[src/design/clab_pkg.sv]
// clab_pkg: shared types, widths, register indexes and defaults for the
// cell-list atom binning block. No dependencies.
`default_nettype none

package clab_pkg;

  localparam int CELLS_PER_AXIS_MAX_DEF = 16;
  localparam int SLOTS_PER_CELL_DEF     = 64;
  localparam int MIN_POPULATION         = 50;

  localparam int POS_W       = 24;
  localparam int INV_W       = 20;
  localparam int NCFG_W      = 5;
  localparam int CAP_W       = 7;
  localparam int SF_W        = 11;
  localparam int ID_W        = 16;
  localparam int CNT_W       = 16;
  localparam int CFG_IDX_W   = 3;
  localparam int CFG_DATA_W  = 20;
  localparam int PROD_W      = POS_W + INV_W;
  localparam int COORD_SHIFT = 34;
  localparam int OUT_COORD_W = 4;
  localparam int OUT_IDX_W   = 12;

  localparam logic [CFG_IDX_W-1:0] CFG_INV_LEN_X  = 3'd0;
  localparam logic [CFG_IDX_W-1:0] CFG_INV_LEN_Y  = 3'd1;
  localparam logic [CFG_IDX_W-1:0] CFG_INV_LEN_Z  = 3'd2;
  localparam logic [CFG_IDX_W-1:0] CFG_CELLS_X    = 3'd3;
  localparam logic [CFG_IDX_W-1:0] CFG_CELLS_Y    = 3'd4;
  localparam logic [CFG_IDX_W-1:0] CFG_CELLS_Z    = 3'd5;
  localparam logic [CFG_IDX_W-1:0] CFG_CAPACITY   = 3'd6;
  localparam logic [CFG_IDX_W-1:0] CFG_SAFETY_Q8  = 3'd7;

  typedef logic [1:0] axis_t;
  localparam axis_t AXIS_X = 2'd0;
  localparam axis_t AXIS_Y = 2'd1;
  localparam axis_t AXIS_Z = 2'd2;

  typedef enum logic [3:0] {
    ST_IDLE,
    ST_MUL,
    ST_CLAMP,
    ST_IDX1,
    ST_IDX2,
    ST_READ,
    ST_UPDATE,
    ST_SCALE,
    ST_REPORT,
    ST_CLEAR
  } state_t;

  typedef struct packed {
    logic  latch;
    logic  mul;
    logic  clamp;
    logic  idx1;
    logic  idx2;
    logic  read;
    logic  update;
    logic  scale;
    logic  report;
    logic  clear;
    axis_t axis;
  } ctrl_cmd_t;

  typedef struct packed {
    logic last;
    logic clear_last;
  } dp_status_t;

endpackage

`default_nettype wire

[src/design/clab_ctrl.sv]
// clab_ctrl: sequencer for the binning block (axis loop, index, count
// update, batch report, count clear). Depends on clab_pkg.
`default_nettype none

module clab_ctrl (
  input  wire logic                   clk,
  input  wire logic                   rst,
  input  wire logic                   start,
  output logic                        busy,
  input  wire clab_pkg::dp_status_t   status,
  output clab_pkg::ctrl_cmd_t         cmd
);
  import clab_pkg::*;

  state_t state, state_next;
  axis_t  axis, axis_next;

  always_ff @(posedge clk) begin
    if (rst) begin
      state <= ST_CLEAR;
      axis  <= AXIS_X;
    end else begin
      state <= state_next;
      axis  <= axis_next;
    end
  end

  always_comb begin
    state_next = state;
    axis_next  = axis;
    unique case (state)
      ST_IDLE: begin
        axis_next = AXIS_X;
        if (start) state_next = ST_MUL;
      end
      ST_MUL:    state_next = ST_CLAMP;
      ST_CLAMP: begin
        axis_next = axis + axis_t'(1);
        state_next = (axis == AXIS_Z) ? ST_IDX1 : ST_MUL;
      end
      ST_IDX1:   state_next = ST_IDX2;
      ST_IDX2:   state_next = ST_READ;
      ST_READ:   state_next = ST_UPDATE;
      ST_UPDATE: state_next = status.last ? ST_SCALE : ST_IDLE;
      ST_SCALE:  state_next = ST_REPORT;
      ST_REPORT: state_next = ST_CLEAR;
      ST_CLEAR:  if (status.clear_last) state_next = ST_IDLE;
      default:   state_next = ST_CLEAR;
    endcase
  end

  always_comb begin
    cmd      = '0;
    cmd.axis = axis;
    busy     = 1'b1;
    unique case (state)
      ST_IDLE: begin
        busy      = 1'b0;
        cmd.latch = start;
      end
      ST_MUL:    cmd.mul    = 1'b1;
      ST_CLAMP:  cmd.clamp  = 1'b1;
      ST_IDX1:   cmd.idx1   = 1'b1;
      ST_IDX2:   cmd.idx2   = 1'b1;
      ST_READ:   cmd.read   = 1'b1;
      ST_UPDATE: cmd.update = 1'b1;
      ST_SCALE:  cmd.scale  = 1'b1;
      ST_REPORT: cmd.report = 1'b1;
      ST_CLEAR:  cmd.clear  = 1'b1;
      default:   cmd        = '0;
    endcase
  end

endmodule

`default_nettype wire

[config.mk]
export PLATFORM = sky130hd
export DESIGN_NAME = clab_ctrl
export DESIGN_NICKNAME = d
export VERILOG_FILES = /design/src/design/clab_pkg.sv /design/src/design/clab_ctrl.sv
export SDC_FILE = /design/constraint.sdc
export NUM_CORES = 1
export LEC_CHECK = 0
export BUFFER_PORTS_ARGS = -buffer_cell sky130_fd_sc_hd__buf_2
export CAP_MARGIN = 40
export CELL_PAD_IN_SITES_DETAIL_PLACEMENT = 0
export CELL_PAD_IN_SITES_GLOBAL_PLACEMENT = 1
export CORE_UTILIZATION = 30
export DETAILED_ROUTE_END_ITERATION = 10
export PLACE_DENSITY = 0.76
export SYNTH_ARGS = -nofsm -noshare
export SYNTH_HDL_FRONTEND = slang
export SYNTH_SLANG_ARGS = --single-unit
[constraint.sdc]
create_clock -name clk -period 1.15 [get_ports clk]
set_input_delay 0.0575 -clock clk [delete_from_list [all_inputs] [get_ports clk]]
set_output_delay 0.0575 -clock clk [all_outputs]
set_load 0.02 [all_outputs]
Yosys cells after proc, flatten, opt, wreduce, memory -nomap -nowiden
Cells that the tools add are included.
W data, S select, Z words.
{ "totals": {"regBits": 6, "output_inout_bits": 13} }
{ "classes": {"n_mux": 18, "addsub": 1, "reduce_logical": 4, "n_eq_ne": 12} }
{ "op_table": {"columns": ["op", "count"], "rows": [
  ["$pmux W4 S9", 1],
  ["$eq A4 B3 Y1 const B", 4],
  ["$mux W1", 11],
  ["$reduce_or A10 Y1", 1],
  ["$eq A4 B2 Y1 const B", 2],
  ["$eq A4 B4 Y1 const B", 2],
  ["$mux W4", 2],
  ["$eq A4 B1 Y1 const B", 1],
  ["$logic_not A4 Y1", 1],
  ["$mux W2", 2],
  ["$ne A2 B2 Y1 const B", 2],
  ["$pmux W2 S2", 1],
  ["$mux W3", 1],
  ["$add A2 B1 Y2 const B", 1],
  ["$eq A2 B2 Y1 const B", 1],
  ["$reduce_and A2 Y1", 1],
  ["$reduce_bool A2 Y1", 1]
]} }

Longest topological paths before layout
Gate-level depths: netlist of run 1.
{ "depth": {"word_depth": 3, "ltp_mapped": 5} }

Worst setup path before layout of run 1
Ideal clock, no wire load.
{ "synth_path": {"path_type": "flip-flop to output port", "startpoint": "register state[3]", "endpoint": "output port cmd[7] (netlist bit)", "stages_incl_launch_ff": 4, "required_time_ps": 1092, "arrival_time_ps": 1116, "slack_ps": -24, "path_cell_list": "dfxtp_1 -> buf_2 -> nand2b_1 -> nor3_1"} }
{ "synth_rtl": {"columns": ["item", "line", "text"], "rows": [
  ["from (decl)", "clab_ctrl.sv:15", "state_t state, state_next;"],
  ["from (signal assigned)", "clab_ctrl.sv:23", "state <= state_next;"],
  ["to (decl)", "clab_ctrl.sv:11", "output clab_pkg::ctrl_cmd_t cmd"]
]} }

==> metrics.csv, run 1 <==
metric,value,unit
outcome,"complete, but fails checks",
failing checks,negative setup slack,
pwr/cell area,1612,nW/µm²
CORE AREA,1301,µm²
DP HPWL,718,µm
syn_area_per_cell,7.291,µm²
Initial Util,0.3250,
Clock power frac,0.161,
design area,757.0,µm²
DR WL/cell,10.74,µm
Sequential Area,135.1,µm²
clock root cell,clkbuf_4,
GR Overflow Total,0,
critical path class,reg2out,
top_reg_cell synth,dfxtp_1,
CP dominant cell by count,buf_6,
Int Power,0.7274,mW
Post-CTS Hold Buffers,0,
DRC,0,
Sequential Power Share,0.304,
largest net degree at the start of global routing,13,
"EDFF count, synth",0,
most frequent cells in the layout,"buf_4, nor2_1, nor3_2, buf_2, buf_6",
Die H,39.55,µm
synth warn,0,
CP required,1.09,ns
Layout Nets,93,
Final Util,0.5817,
Hold Crit Class,in2reg,
CTS Buf Count,3,
syn_nets,64,
Non-Filler Instances,100,
Crit path arrival time,1.11,ns
final critical-path setup slack,-0.02174,ns
Final ANT Viol Nets,0,
worst stage delay on the critical path,0.36,ns
Final min period,1.172,ns
placed inst area,538.0,µm²
Total GRT Usage,0.1696,
input/output buffers,17,
crit end category,primary output,
synthesized flop and latch total,6,
Final Hold Viols,0,
pre-CTS worst setup slack,0.03513,ns
multi-input logic area,340.3,µm²
"Clk Latency, worst-skew pair",0.24,ns
RePlAce Congestion,0.7521,
reg2reg path depth,4,
first-pass GRT wire length,1690,µm
final wirelength,1074,µm
Diodes inserted,0,
clk buf depth,2,
Vias,477,
Die X,39.55,µm
H-tree Lvls,1,
Fin Setup TNS,-0.04324,ns
worst clock skew,0.0008188,ns
Worst path depth,4,
Leak,0.3350,nW
Clock Pin Slew Worst Setup and Hold Paths,0.05,ns
Final Slew Violations,0,
ys async rst share,0,
Slew @ Worst Pin,0.1997,ns
Setup Viol. Count Final,2,
Netlist cell types,21,
cells along the critical path,buf_6 -> o21ai_4 -> and2_4 -> buf_6,
mapped cell area,422.9,µm²
clk sinks,6,
WHS Path Cells,2,
Rows,13,
combinational power share,0.535,
# fillers,133,
Max VDD drop,0.0006238,V
Syn-to-layout area delta,78.99,%
DRT Pass-1 Iters,3,
CP max FO,5,
Syn Inst Count,58,
Sw Pwr,0.4928,mW
RSZ-0062 raised after global routing,yes,
Placed Instances,90,
Vias per Instance,4.770,
initial antenna violation count,0,
CTS tree,yes,
Critical path buffers and inverters,2,
"Seq/Total Area, Yosys",0.2840,
Slew Limit Headroom,0.8664,
"most common cell after layout, fill and taps aside",buf_4,
IO Pins,18,
die footprint,1564,µm²
sw frac,0.4039,
share of layout cells above drive strength 1,0.5765,
crit-path leading delay family,flip-flops,
Max Freq,853.4,MHz
Worst path slowest cell,dfxtp_4,
Initial DRC Count,10,
Setup crit start kind,flip-flop,
vias in the first global route,381,
period utilisation layout,1.019,
maxcap violations,0,
==> metrics by stage <==
step / total power, mW / hold WS [ns]
3_5_place_dp: 0.7655 / 0.3201
5_1_grt: 1.298 / 0.05456
4_1_cts: 1.126 / 0.05049
2_1_floorplan: 0.6471 / 0.1299
3_3_place_gp: 0.7669 / 0.3200
6_report: 1.220 / 0.05843
==> final cells by class <==
type,instances,area share
timing repair buffer,28,0.3025
multi-input combinational,45,0.4496
inverter,3,0.01488
clock buffer,3,0.02975
tap,15,0.02479
sequential,6,0.1785
==> cells by family after synthesis <==
group                      count (synthesis)  synth area share
and+or+nand+nor                           32            0.4024
adders and majority gates                  1           0.02958
DFF                                        6            0.2840
buffers and inverters                      7           0.09468
AOI/OAI and AO/OA                          9            0.1183
muxes                                      3           0.07101
==> synthesized netlist by cell type, drive strengths merged, types with 2 or more instances <==
master	instances	area, µm²
mux2i	3	30.03
nor2b	2	12.51
nor3	7	40.04
inv	3	11.26
o21ai	5	25.02
and2	3	18.77
dfxtp	6	120.1
a22oi	2	15.01
nand2	3	11.26
buf	4	28.78
nand2b	4	25.02
a21oi	2	10.01
nor2	10	37.54
==> worst paths after layout <==
check,slack [ns],from,to
setup reg to reg,0.05,state[0],state[0]
hold reg to reg,0.54,axis[1],axis[1]
setup / recovery,-0.02,state[1],cmd[0]
hold / removal,0.06,rst,state[2]
==> flip-flops by register name, summed over array words and instances (netlist names) <==
signal  cells
state       4
axis        2
==> layer usage <==
layer	up-vias	global-route usage	wire length [µm]
li1	248	-	-
met1	211	0.2048	495
met5	-	0	0
met2	16	0.2582	512
met4	0	0.1293	11
met3	2	0.03409	53
==> power by group through the flow <==
stage                     sequential, mW  combinational [mW]  clock (mW)
after CTS                          0.357               0.561       0.208
final                              0.371               0.653       0.197
after global routing               0.383               0.703       0.213
after detailed placement           0.334               0.431           0
after floorplan                    0.268               0.379           0
after global placement             0.332               0.435           0
==> what timing repair did <==
action                                  CTS  global route
gates cloned                              0             0
resized for setup                        22            17
buffers inserted                          6             1
pin swaps                                 4             3
endpoints found under the hold margin     0             0
endpoints found under the setup margin   13            15
Note: power is estimated with default switching activity, not from simulation.
==> inputs of run 2 (changes only) <==
--- a/config.mk
+++ b/config.mk
@@ -9,9 +9,11 @@
 export CAP_MARGIN = 40
 export CELL_PAD_IN_SITES_DETAIL_PLACEMENT = 0
 export CELL_PAD_IN_SITES_GLOBAL_PLACEMENT = 1
-export CORE_UTILIZATION = 30
+export CORE_MARGIN = 2
+export CORE_UTILIZATION = 32
 export DETAILED_ROUTE_END_ITERATION = 10
-export PLACE_DENSITY = 0.76
+export HOLD_SLACK_MARGIN = 0.08
+export PLACE_DENSITY = 0.8
 export SYNTH_ARGS = -nofsm -noshare
 export SYNTH_HDL_FRONTEND = slang
 export SYNTH_SLANG_ARGS = --single-unit
==> constraint.sdc (replaced) <==
create_clock -name clk -period 1.4 [get_ports clk]
set_input_delay 0.07 -clock clk [delete_from_list [all_inputs] [get_ports clk]]
set_output_delay 0.07 -clock clk [all_outputs]
set_load 0.02 [all_outputs]
==> run 2 against run 1 <==
Sequential share of layout area is 5.5 points higher. Combinational power shrank 55%. Global-route usage down 2.7 points. Sequential power is 21% lower. The flow now finishes without violations. Clock power shrank 19%. Clock skew rose by 0.0010 ns. Largest cell class unchanged. Final cell count fell by 10%. Largest power group unchanged. Register-to-register slack improved by 0.28 ns. Final area fell by 29%. Count of clock-buffer cells in the layout is the same. Power is 39% lower.
==> metrics.csv, run 2 (synthesized netlist as in run 1, its figures left out) <==
metric,value,unit
outcome,"complete, no violations",
Setup Viol. Count Final,0,
Final Slew Violations,0,
GR Overflow Total,0,
Sequential Area,125.1,µm²
multi-input logic area,262.8,µm²
pwr/cell area,1401,nW/µm²
placed inst area,498.0,µm²
maxcap violations,0,
largest net degree at the start of global routing,14,
initial antenna violation count,0,
Int Power,0.4281,mW
Clock power frac,0.214,
CTS tree,yes,
Fin Setup TNS,0,ns
Setup crit start kind,flip-flop,
clk buf depth,2,
Reg with most FFs,state,
Final min period,1.273,ns
Layout Nets,83,
Sequential Power Share,0.391,
critical path class,reg2out,
combinational power share,0.395,
Die X,40.36,µm
Die H,40.36,µm
DRC,0,
CORE AREA,1269,µm²
sw frac,0.4294,
design area,535.5,µm²
Max VDD drop,0.0006408,V
DRT Pass-1 Iters,4,
most frequent cells in the layout,"buf_2, nor2_1, nor3_1, nand2b_1, dfxtp_2",
Regs by FF count,"state (4), axis (2)",
IO Pins,18,
Largest register FFs,4,
Vias,445,
Slew @ Worst Pin,0.2466,ns
crit end category,primary output,
input/output buffers,17,
vias in the first global route,355,
H-tree Lvls,1,
worst clock skew,0.001830,ns
Reg-to-Reg Start,axis[0],
Hold Path Sink,state[2],
share of layout cells above drive strength 1,0.3467,
RePlAce Congestion,0.7841,
Clock Pin Slew Worst Setup and Hold Paths,0.04,ns
die footprint,1629,µm²
RSZ-0062 raised after global routing,no,
Final ANT Viol Nets,0,
hold path startpoint,status[1],
period utilisation layout,0.9089,
WHS Path Cells,3,
reg2reg path depth,5,
Final Hold Viols,0,
Crit path arrival time,1.20,ns
Slew Limit Headroom,0.8356,
Sw Pwr,0.3222,mW
# fillers,139,
Hold Crit Class,in2reg,
clk sinks,6,
Vias per Instance,4.944,
CTS Buf Count,3,
Initial DRC Count,19,
hold_ws,0.1684,ns
CP max FO,13,
Rows,13,
CP required,1.33,ns
Diodes inserted,0,
clock root cell,clkbuf_4,
"Clk Latency, worst-skew pair",0.25,ns
Initial Util,0.3333,
Final Util,0.4221,
"most common cell after layout, fill and taps aside",buf_2,
Max Freq,785.8,MHz
DR WL/cell,10.43,µm
R2R Setup Slk,0.33,ns
Placed Instances,86,
Non-Filler Instances,90,
Total GRT Usage,0.1424,
Syn-to-layout area delta,26.63,%
final wirelength,939,µm
Leak,0.2487,nW
RR Endpoint,state[1],
first-pass GRT wire length,1449,µm
DP HPWL,674,µm
==> run 2: stage by stage <==
step,worst slack (ns),power [mW]
after detailed placement,0.2283,0.5843
after CTS,0.01805,0.7511
final,0.1275,0.7502
after floorplan,0.2137,0.5221
after global placement,0.1694,0.5859
after global routing,0.05461,0.8116
==> run 2: worst max-delay path, cell delays in order, from the launching register on <==
cell and delay [ns]:
dfxtp_2 0.46, nand2b_1 0.15, nor3_1 0.16, buf_2 0.19
==> run 2: layout make-up <==
class	instances	share of cell area
sequential	6	0.2336
multi-input combinational	45	0.4907
clock buffer	3	0.04206
timing repair buffer	18	0.1776
tap	15	0.03505
inverter	3	0.02103
==> run 2: what timing repair did <==
| item | 4_1_cts | 5_1_grt |
|---|---|---|
| hold buffers | 1 | 0 |
| endpoints found under the setup margin | 1 | 10 |
| buffers inserted | 0 | 0 |
| endpoints found under the hold margin | 3 | 0 |
| resized for setup | 1 | 3 |
==> run 2: worst max path at each step <==
stage,slack (ns),startpoint,end,cells after the start
after floorplan,0.21,state[3],cmd[7],3
after global placement,0.17,state[2],cmd[7],3
after detailed placement,0.23,state[2],state[1],3
after CTS,0.02,state[3],cmd[3],3
after global routing,0.05,state[2],cmd[7],3
final,0.13,state[2],cmd[7],3
==> run 2: routing by layer <==
| metal | routed length (µm) | global-route usage |
|---|---|---|
| met4 | 31 | 0.1250 |
| met3 | 81 | 0.03333 |
| met5 | 0 | 0 |
| met2 | 367 | 0.1984 |
| met1 | 459 | 0.1788 |
==> run 2: power groups by stage <==
stage,sequential (mW),combinational (mW),clock [mW]
after detailed placement,0.288,0.296,0
after CTS,0.286,0.299,0.166
after floorplan,0.220,0.302,0
after global placement,0.287,0.299,0
final,0.294,0.296,0.160
after global routing,0.304,0.330,0.177
